File: config.mk
export PLATFORM = sky130hd
export DESIGN_NAME = accumulator_alu_with_flags
export DESIGN_NICKNAME = d
export VERILOG_FILES = /design/src/hdl/aawf_pkg.sv /design/src/hdl/accumulator_alu_with_flags.sv
export VERILOG_INCLUDE_DIRS = /design/src /design/src/hdl
export SDC_FILE = /design/constraint.sdc
export NUM_CORES = 1
export LEC_CHECK = 0
export ABC_AREA = 1
export ABC_CLOCK_PERIOD_IN_PS = 8010
export BUFFER_PORTS_ARGS = -buffer_cell sky130_fd_sc_hd__buf_2
export CAP_MARGIN = 20
export CELL_PAD_IN_SITES_DETAIL_PLACEMENT = 2
export CELL_PAD_IN_SITES_GLOBAL_PLACEMENT = 2
export CORE_ASPECT_RATIO = 0.8
export CORE_MARGIN = 10
export CORE_UTILIZATION = 37
export DETAILED_ROUTE_END_ITERATION = 8
export GPL_TIMING_DRIVEN = 0
export PLACE_DENSITY_LB_ADDON = 0.1
export RECOVER_POWER = 100
export SLEW_MARGIN = 10
export SYNTH_ARGS = -nofsm -noshare
export SYNTH_HDL_FRONTEND = slang
export SYNTH_SLANG_ARGS = --single-unit
File: constraint.sdc
create_clock -name clk -period 8.01 [get_ports clk]
set_clock_uncertainty 0.15 [all_clocks]
set_input_delay 1.2015 -clock clk [delete_from_list [all_inputs] [get_ports clk]]
set_output_delay 1.2015 -clock clk [all_outputs]
set_load 0.1 [all_outputs]
File: src/hdl/accumulator_alu_with_flags_macros.svh
// assertion macros for the accumulator alu block
// used by accumulator_alu_with_flags.sv; expects clk and rst_n in scope
`ifndef ACCUMULATOR_ALU_WITH_FLAGS_MACROS_SVH
`define ACCUMULATOR_ALU_WITH_FLAGS_MACROS_SVH
`ifndef SYNTH
// same-cycle implication, disabled in reset
`define AAWF_ASSERT_IMP(lbl, ant, cons) \
  lbl: assert property (@(posedge clk) disable iff (!rst_n) (ant) |-> (cons)) \
    else $error("accumulator alu: same-cycle check failed");
// next-cycle implication, disabled in reset
`define AAWF_ASSERT_NXT(lbl, ant, cons) \
  lbl: assert property (@(posedge clk) disable iff (!rst_n) (ant) |=> (cons)) \
    else $error("accumulator alu: next-cycle check failed");
`else
`define AAWF_ASSERT_IMP(lbl, ant, cons)
`define AAWF_ASSERT_NXT(lbl, ant, cons)
`endif
`endif

File: src/hdl/aawf_pkg.sv
// types and opcode constants for the accumulator alu
// no dependencies
`default_nettype none
package aawf_pkg;

  localparam int unsigned OP_W   = 5;
  localparam int unsigned DATA_W = 8;

  // opcodes
  localparam logic [OP_W-1:0] OP_ADD  = 5'd0;
  localparam logic [OP_W-1:0] OP_ADC  = 5'd1;
  localparam logic [OP_W-1:0] OP_SUB  = 5'd2;
  localparam logic [OP_W-1:0] OP_SBB  = 5'd3;
  localparam logic [OP_W-1:0] OP_AND  = 5'd4;
  localparam logic [OP_W-1:0] OP_XOR  = 5'd5;
  localparam logic [OP_W-1:0] OP_OR   = 5'd6;
  localparam logic [OP_W-1:0] OP_CMP  = 5'd7;
  localparam logic [OP_W-1:0] OP_RLC  = 5'd8;
  localparam logic [OP_W-1:0] OP_RRC  = 5'd9;
  localparam logic [OP_W-1:0] OP_RAL  = 5'd10;
  localparam logic [OP_W-1:0] OP_RAR  = 5'd11;
  localparam logic [OP_W-1:0] OP_DAA  = 5'd12;
  localparam logic [OP_W-1:0] OP_CMA  = 5'd13;
  localparam logic [OP_W-1:0] OP_STC  = 5'd14;
  localparam logic [OP_W-1:0] OP_CMC  = 5'd15;
  localparam logic [OP_W-1:0] OP_LOAD = 5'd16;

  // decimal adjust constants
  localparam logic [DATA_W-1:0] DAA_LO_ADD = 8'h06;
  localparam logic [DATA_W-1:0] DAA_HI_ADD = 8'h60;
  localparam logic [3:0]        BCD_MAX    = 4'h9;

  // flag register
  typedef struct packed {
    logic sign;
    logic zero;
    logic aux;
    logic parity;
    logic carry;
  } flags_t;

  // result transaction, accumulator in the low bits
  typedef struct packed {
    logic              carry;
    logic              parity;
    logic              aux;
    logic              zero;
    logic              sign;
    logic [DATA_W-1:0] acc;
  } result_t;

  localparam int unsigned RES_W   = $bits(result_t);
  localparam int unsigned TDATA_W = ((RES_W + 7) / 8) * 8;

endpackage
`default_nettype wire

File: src/hdl/accumulator_alu_with_flags.sv
// 8-bit accumulator alu with sign, zero, aux carry, parity and carry flags
// depends on aawf_pkg and accumulator_alu_with_flags_macros.svh
// each result is registered in the output register, or held in the skid
// register while the output is stalled; one transaction per cycle while
// out_tready is high; the accumulator and flag registers feed back through one
// add/logic stage, and the skid register takes one more transaction on a stall
// reset clears the accumulator, all flags and the valid bits of both output buffers
`default_nettype none
`include "accumulator_alu_with_flags_macros.svh"
module accumulator_alu_with_flags (
  input  wire logic        clk,
  input  wire logic        rst_n,
  input  wire logic        in_tvalid,
  output logic             in_tready,
  input  wire logic [15:0] in_tdata,   // [4:0] opcode, [12:5] operand, [15:13] zero
  output logic             out_tvalid,
  input  wire logic        out_tready,
  output logic [15:0]      out_tdata   // [7:0] acc_out, [8] sign_flag, [9] zero_flag,
                                       // [10] aux_flag, [11] parity_flag,
                                       // [12] carry_flag, [15:13] zero
);

  localparam int unsigned DW = aawf_pkg::DATA_W;

  logic [aawf_pkg::OP_W-1:0] opcode;
  logic [DW-1:0]             operand;

  logic [DW-1:0]     acc_r;
  aawf_pkg::flags_t  flags_r;
  logic [DW-1:0]     acc_nxt;
  aawf_pkg::flags_t  flags_nxt;

  aawf_pkg::result_t out_data_r;
  aawf_pkg::result_t skid_data_r;
  aawf_pkg::result_t res_nxt;
  logic              out_valid_r;
  logic              skid_valid_r;

  logic in_acc;
  logic out_take;
  logic out_free;

  // alu intermediates
  logic          cin;
  logic [DW:0]   sum;
  logic [4:0]    nib_sum;
  logic [DW:0]   subtr;
  logic [DW-1:0] diff;
  logic          szp_upd;
  logic [DW-1:0] szp_val;
  logic          daa_lo;
  logic          daa_hi;
  logic [4:0]    daa_nib;
  logic [DW-1:0] daa_v1;
  logic [DW-1:0] daa_v2;

  assign opcode  = in_tdata[aawf_pkg::OP_W-1:0];
  assign operand = in_tdata[aawf_pkg::OP_W +: DW];

  // handshake
  assign in_tready = ~skid_valid_r;
  assign in_acc    = in_tvalid & in_tready;
  assign out_take  = out_valid_r & out_tready;
  assign out_free  = ~out_valid_r | out_take;

  // shared arithmetic
  always_comb begin
    cin     = ((opcode == aawf_pkg::OP_ADC) || (opcode == aawf_pkg::OP_SBB)) ?
              flags_r.carry : 1'b0;
    sum     = {1'b0, acc_r} + {1'b0, operand} + {{DW{1'b0}}, cin};
    nib_sum = {1'b0, acc_r[3:0]} + {1'b0, operand[3:0]};
    subtr   = {1'b0, operand} + {{DW{1'b0}}, cin};
    diff    = acc_r - subtr[DW-1:0];
    // decimal adjust
    daa_lo  = (acc_r[3:0] > aawf_pkg::BCD_MAX) | flags_r.aux;
    daa_nib = {1'b0, acc_r[3:0]} + {1'b0, aawf_pkg::DAA_LO_ADD[3:0]};
    daa_v1  = daa_lo ? (acc_r + aawf_pkg::DAA_LO_ADD) : acc_r;
    daa_hi  = (daa_v1[7:4] > aawf_pkg::BCD_MAX) | flags_r.carry;
    daa_v2  = daa_hi ? (daa_v1 + aawf_pkg::DAA_HI_ADD) : daa_v1;
  end

  // operation select
  always_comb begin
    acc_nxt   = acc_r;
    flags_nxt = flags_r;
    szp_upd   = 1'b0;
    szp_val   = acc_r;
    case (opcode)
      aawf_pkg::OP_ADD, aawf_pkg::OP_ADC: begin
        acc_nxt         = sum[DW-1:0];
        szp_upd         = 1'b1;
        szp_val         = sum[DW-1:0];
        flags_nxt.aux   = nib_sum[4];
        flags_nxt.carry = sum[DW];
      end
      aawf_pkg::OP_SUB, aawf_pkg::OP_SBB, aawf_pkg::OP_CMP: begin
        if (opcode != aawf_pkg::OP_CMP) begin
          acc_nxt = diff;
        end
        szp_upd         = 1'b1;
        szp_val         = diff;
        flags_nxt.aux   = acc_r[3:0] < operand[3:0];
        flags_nxt.carry = subtr > {1'b0, acc_r};
      end
      aawf_pkg::OP_AND: begin
        acc_nxt         = acc_r & operand;
        szp_upd         = 1'b1;
        szp_val         = acc_r & operand;
        flags_nxt.aux   = acc_r[3] | operand[3];
        flags_nxt.carry = 1'b0;
      end
      aawf_pkg::OP_XOR: begin
        acc_nxt         = acc_r ^ operand;
        szp_upd         = 1'b1;
        szp_val         = acc_r ^ operand;
        flags_nxt.aux   = 1'b0;
        flags_nxt.carry = 1'b0;
      end
      aawf_pkg::OP_OR: begin
        acc_nxt         = acc_r | operand;
        szp_upd         = 1'b1;
        szp_val         = acc_r | operand;
        flags_nxt.aux   = 1'b0;
        flags_nxt.carry = 1'b0;
      end
      aawf_pkg::OP_RLC: begin
        acc_nxt         = {acc_r[DW-2:0], acc_r[DW-1]};
        flags_nxt.carry = acc_r[DW-1];
      end
      aawf_pkg::OP_RRC: begin
        acc_nxt         = {acc_r[0], acc_r[DW-1:1]};
        flags_nxt.carry = acc_r[0];
      end
      aawf_pkg::OP_RAL: begin
        acc_nxt         = {acc_r[DW-2:0], flags_r.carry};
        flags_nxt.carry = acc_r[DW-1];
      end
      aawf_pkg::OP_RAR: begin
        acc_nxt         = {flags_r.carry, acc_r[DW-1:1]};
        flags_nxt.carry = acc_r[0];
      end
      aawf_pkg::OP_DAA: begin
        acc_nxt         = daa_v2;
        szp_upd         = 1'b1;
        szp_val         = daa_v2;
        flags_nxt.aux   = daa_lo & daa_nib[4];
        flags_nxt.carry = daa_hi;
      end
      aawf_pkg::OP_CMA: begin
        acc_nxt = ~acc_r;
      end
      aawf_pkg::OP_STC: begin
        flags_nxt.carry = 1'b1;
      end
      aawf_pkg::OP_CMC: begin
        flags_nxt.carry = ~flags_r.carry;
      end
      aawf_pkg::OP_LOAD: begin
        acc_nxt = operand;
      end
      default: begin
        acc_nxt = acc_r;
      end
    endcase
    // sign, zero and parity from the result
    if (szp_upd) begin
      flags_nxt.sign   = szp_val[DW-1];
      flags_nxt.zero   = (szp_val == '0);
      flags_nxt.parity = ~^szp_val;
    end
  end

  // result transaction
  always_comb begin
    res_nxt.acc    = acc_nxt;
    res_nxt.sign   = flags_nxt.sign;
    res_nxt.zero   = flags_nxt.zero;
    res_nxt.aux    = flags_nxt.aux;
    res_nxt.parity = flags_nxt.parity;
    res_nxt.carry  = flags_nxt.carry;
  end

  // architectural state
  always_ff @(posedge clk) begin
    if (!rst_n) begin
      acc_r   <= '0;
      flags_r <= '0;
    end else if (in_acc) begin
      acc_r   <= acc_nxt;
      flags_r <= flags_nxt;
    end
  end

  // output register and skid register
  always_ff @(posedge clk) begin
    if (!rst_n) begin
      out_valid_r  <= 1'b0;
      skid_valid_r <= 1'b0;
    end else if (out_free) begin
      out_valid_r  <= skid_valid_r | in_acc;
      skid_valid_r <= 1'b0;
    end else if (in_acc) begin
      skid_valid_r <= 1'b1;
    end
  end

  always_ff @(posedge clk) begin
    if (out_free) begin
      out_data_r <= skid_valid_r ? skid_data_r : res_nxt;
    end else if (in_acc) begin
      skid_data_r <= res_nxt;
    end
  end

  assign out_tvalid = out_valid_r;
  assign out_tdata  = {{(aawf_pkg::TDATA_W - aawf_pkg::RES_W){1'b0}}, out_data_r};

  // checks
  `AAWF_ASSERT_IMP(a_skid_needs_out, skid_valid_r, out_valid_r)
  `AAWF_ASSERT_NXT(a_accept_shows, in_acc, out_valid_r)
  `AAWF_ASSERT_NXT(a_direct_matches_state, in_acc && out_free, out_data_r.acc == acc_r)
  `AAWF_ASSERT_NXT(a_cmp_keeps_acc, in_acc && (opcode == aawf_pkg::OP_CMP), acc_r == $past(acc_r))
  `AAWF_ASSERT_NXT(a_logic_clears_carry, in_acc && ((opcode == aawf_pkg::OP_XOR) || (opcode == aawf_pkg::OP_OR)), !flags_r.carry && !flags_r.aux)

endmodule
`default_nettype wire

==> results by group <==
Timing
  • Slew @ Worst Pin: 1.344 ns
  • Max Clock Freq: 161.8 MHz
  • RSZ-0062 raised after global routing: no
  • Worst rel slew slack: 10.07%
  • Fin crit share: 77.16%
  • Min cycle time layout: 6.180 ns
  • Final Setup Violations: 0
  • Pins Over Slew Limit: 0
  • Hold Vio Cnt, Final: 0
  • Setup tns final: 0 ns

Finish
  • P&R area growth vs syn: 10.87%
  • Diodes inserted: 0
  • Nets: 706
  • Finished Core Util: 42.20%
  • Most common library cell in the layout ignoring fill and taps: nand2_1
  • Commonest non-fill, non-tap cells in the layout: nand2_1, inv_1, nor2_1
  • Fillcell total: around 1.4k
  • Fin cells: 785
  • Layout cell share with drive strength beyond 1: under 10%

Global route
  • Vias in the first global route: 4,826
  • First-pass GRT wire length: 28,430 µm
  • Total grt overflow: 0
  • Total GRT Usage: 22.45%
  • Initial antenna violation count: 0
  • Largest net degree at the start of global routing: 17

Worst setup path
  • CP Class: in -> reg
  • Worst reg2reg setup slack: approximately 2.8 ns
  • Worst r2r dst: out_tdata[11]
  • Worst-path cell with the longest stage delay: ha_1
  • Startpoint types: input port
  • Most frequent cell on the critical path: nand2_1
  • Crit path largest cell delay: between 0.3 and 0.4 ns
  • CP Data Required Time: 7.91 ns
  • Worst Path Max Fanout: 6
  • Worst Setup End Kind: register
  • CP Data Arrival Time: 6.08 ns
  • R2R Path Start: flags_r[0]
  • R2r worst-path depth: 26

Route
  • Drt drc: 0
  • First drt pass iteration count: 4
  • Total Wirelength: 18,430 µm
  • DRT antenna net count: 0
  • Routed WL per cell: 23.48 µm
  • Vias/cell: 5.759
  • Violation count after the first detailed-route iteration: ~450
  • Via count: 4,521

Synth
  • Sequential element share of the synthesized area: 25.88%
  • Main flop type after synthesis: edfxtp_1
  • Synth Warn #: 0
  • Yosys reg bits: a little over 40
  • Synth unique cells: between 40 and 50
  • Cell area after synthesis: around 4200 µm²
  • Syn Area/Cell: 6.951 µm²
  • Post-synth ARST share: 0%
  • Number of synthesized flops with an enable pin: 26
  • Mapped Cells: 601

Power and ir drop
  • Clock power frac: around a quarter
  • Sw frac: 44.99%
  • Sw power: 398.4 µW
  • Combinational power share: 43.0%
  • Int Pwr: 487.1 µW
  • Pwr/cell area: 191.2 nW/µm²
  • Sequential Power Share: 30.5%
  • Leak: 0.002208 µW
  • Worst vdd ir: around 0.13 mV

Floorplan
  • Cell Rows: 34
  • Starting Density: 38.06%
  • Die ar.: 15,970 µm²
  • Die Span Y: 115.0 µm
  • Die X: 138.8 µm
  • Core ar.: 10,980 µm²
  • Top Ports: 38

Clock tree
  • Post-cts sizing count: 0
  • Clock Path Buffers: 2
  • Worst skew pair latency: approximately 0.3 ns
  • Postcts setup bufs: 0
  • Num CTS Buffers: 5
  • # clock sinks: just over 40
  • Hold-fix buffers, CTS: 0
  • CTS tree: done
  • CTS Root Cell: clkbuf_16
  • Clock slew at reported path FFs: 0.06 ns
  • # H-tree levels: 2

Worst hold path
  • Hold Path Sink: out_tdata[6]
  • HP Start: skid_data_r[6]
  • Hold WC Path Type: reg -> reg
  • Hold Crit Depth: 2

Placed design
  • Placer Congestion: roughly 0.9
  • Post-DP HPWL: 14,700 µm
  • Placed Instances: 777
  • Buffers on Ports: 30

Status
  • Status: finished clean

Job
  • Max-Cap Viols: 0
## cell usage after synthesis, drive strengths merged (4+ instances only)
cell    instances  share of area, %
nand2         135                13
inv            90               8.2
nor2           67               6.7
o21ai          53               6.5
ha             43                13
nand3          41               6.2
a21oi          34               4.1
edfxtp         26                19
o22ai          17               2.5
dfxtp          15               7.2
nor3           11               1.4
buf             9               1.5
nand4           9               1.6
a31oi           6              0.90
xnor2           6               1.3
xor2            6               1.3
o211ai          4              0.72
or2             4              0.60
## critical path: cells and delay by family
kind,cells,cell delay (ns)
AND/OR/NAND/NOR,14,2.14
XOR/XNOR,3,0.54
adder cells (fa/ha/maj),4,1.09
AO/OA/AOI/OAI,3,0.66
buffers and inverters,4,0.42
## cell families (layout without fill, tap and decap cells)
logic type / count (synthesis) / count (layout) / synth area share (%)
other cells: 1 / 3 / 0.08976
fa+ha+maj: 46 / 46 / 14.32
simple gates: 273 / 273 / 30.22
compound gates: 125 / 125 / 16.95
flops: 41 / 41 / 25.88
xor+xnor: 12 / 12 / 2.516
buf+inv: 103 / 141 / 10.03
## metal layers
metal / global-route usage [%] / share of wire (%) / vias up
met5: 0 / 0 / -
met4: 5.274 / 1.8 / 0
met3: 2.513 / 4.2 / 23
met2: 36.53 / 45 / 124
met1: 31.18 / 49 / 2286
li1: - / - / 2088
## metrics by stage
stage | power [µW] | area [µm²] | setup slack (ns) | hold slack [ns]
floorplan | 547.7 | 4185 | 3.286 | 0.3444
global placement | 631.9 | 4516 | 2.139 | 0.3547
detailed placement | 652.0 | 4516 | 1.815 | 0.3715
CTS | 887.5 | 4678 | 2.041 | 0.3855
global route | 924.2 | 4632 | 1.456 | 0.4071
finish | 885.6 | 4632 | 1.830 | 0.3824
## cell type report
class	count	area, µm²	share of cell area [%]
clock inverter	2	33.78	0.7293
inverter	93	354.1	7.645
buffer	10	62.56	1.351
tap	144	180.2	3.890
multi-input combinational	459	2661	57.46
timing repair buffer	30	130.1	2.809
sequential	41	1081	23.34
clock buffer	6	128.9	2.782
## worst max-delay path by stage
| stage | startpoint | depth (start not counted) | to | slack (ns) |
|---|---|---|---|---|
| 6_report | in_tdata[3] | 28 | out_tdata[11] | 1.83 |
| 5_1_grt | in_tdata[3] | 28 | out_tdata[11] | 1.46 |
| 4_1_cts | in_tdata[3] | 28 | out_tdata[11] | 2.04 |
| 3_5_place_dp | in_tdata[3] | 28 | out_tdata[11] | 1.81 |
| 3_3_place_gp | in_tdata[3] | 28 | out_tdata[11] | 2.14 |
| 2_1_floorplan | in_tdata[3] | 26 | out_tdata[11] | 3.29 |
## state kept, by name, indices dropped and copies added (netlist names)
register / flops
skid_data_r: 13
acc_r: 8
flags_r: 5
skid_valid_r: 1
out_tdata: 13
out_tvalid: 1
## power by group through the flow
stage	Sequential (µW)	Combinational (µW)	Clock, µW
after global routing	272	409	243
final	270	381	235
after global placement	271	361	0
after CTS	270	384	234
after floorplan	365	183	0
after detailed placement	273	379	0
No activity file was read; power rests on OpenSTA's default activity.
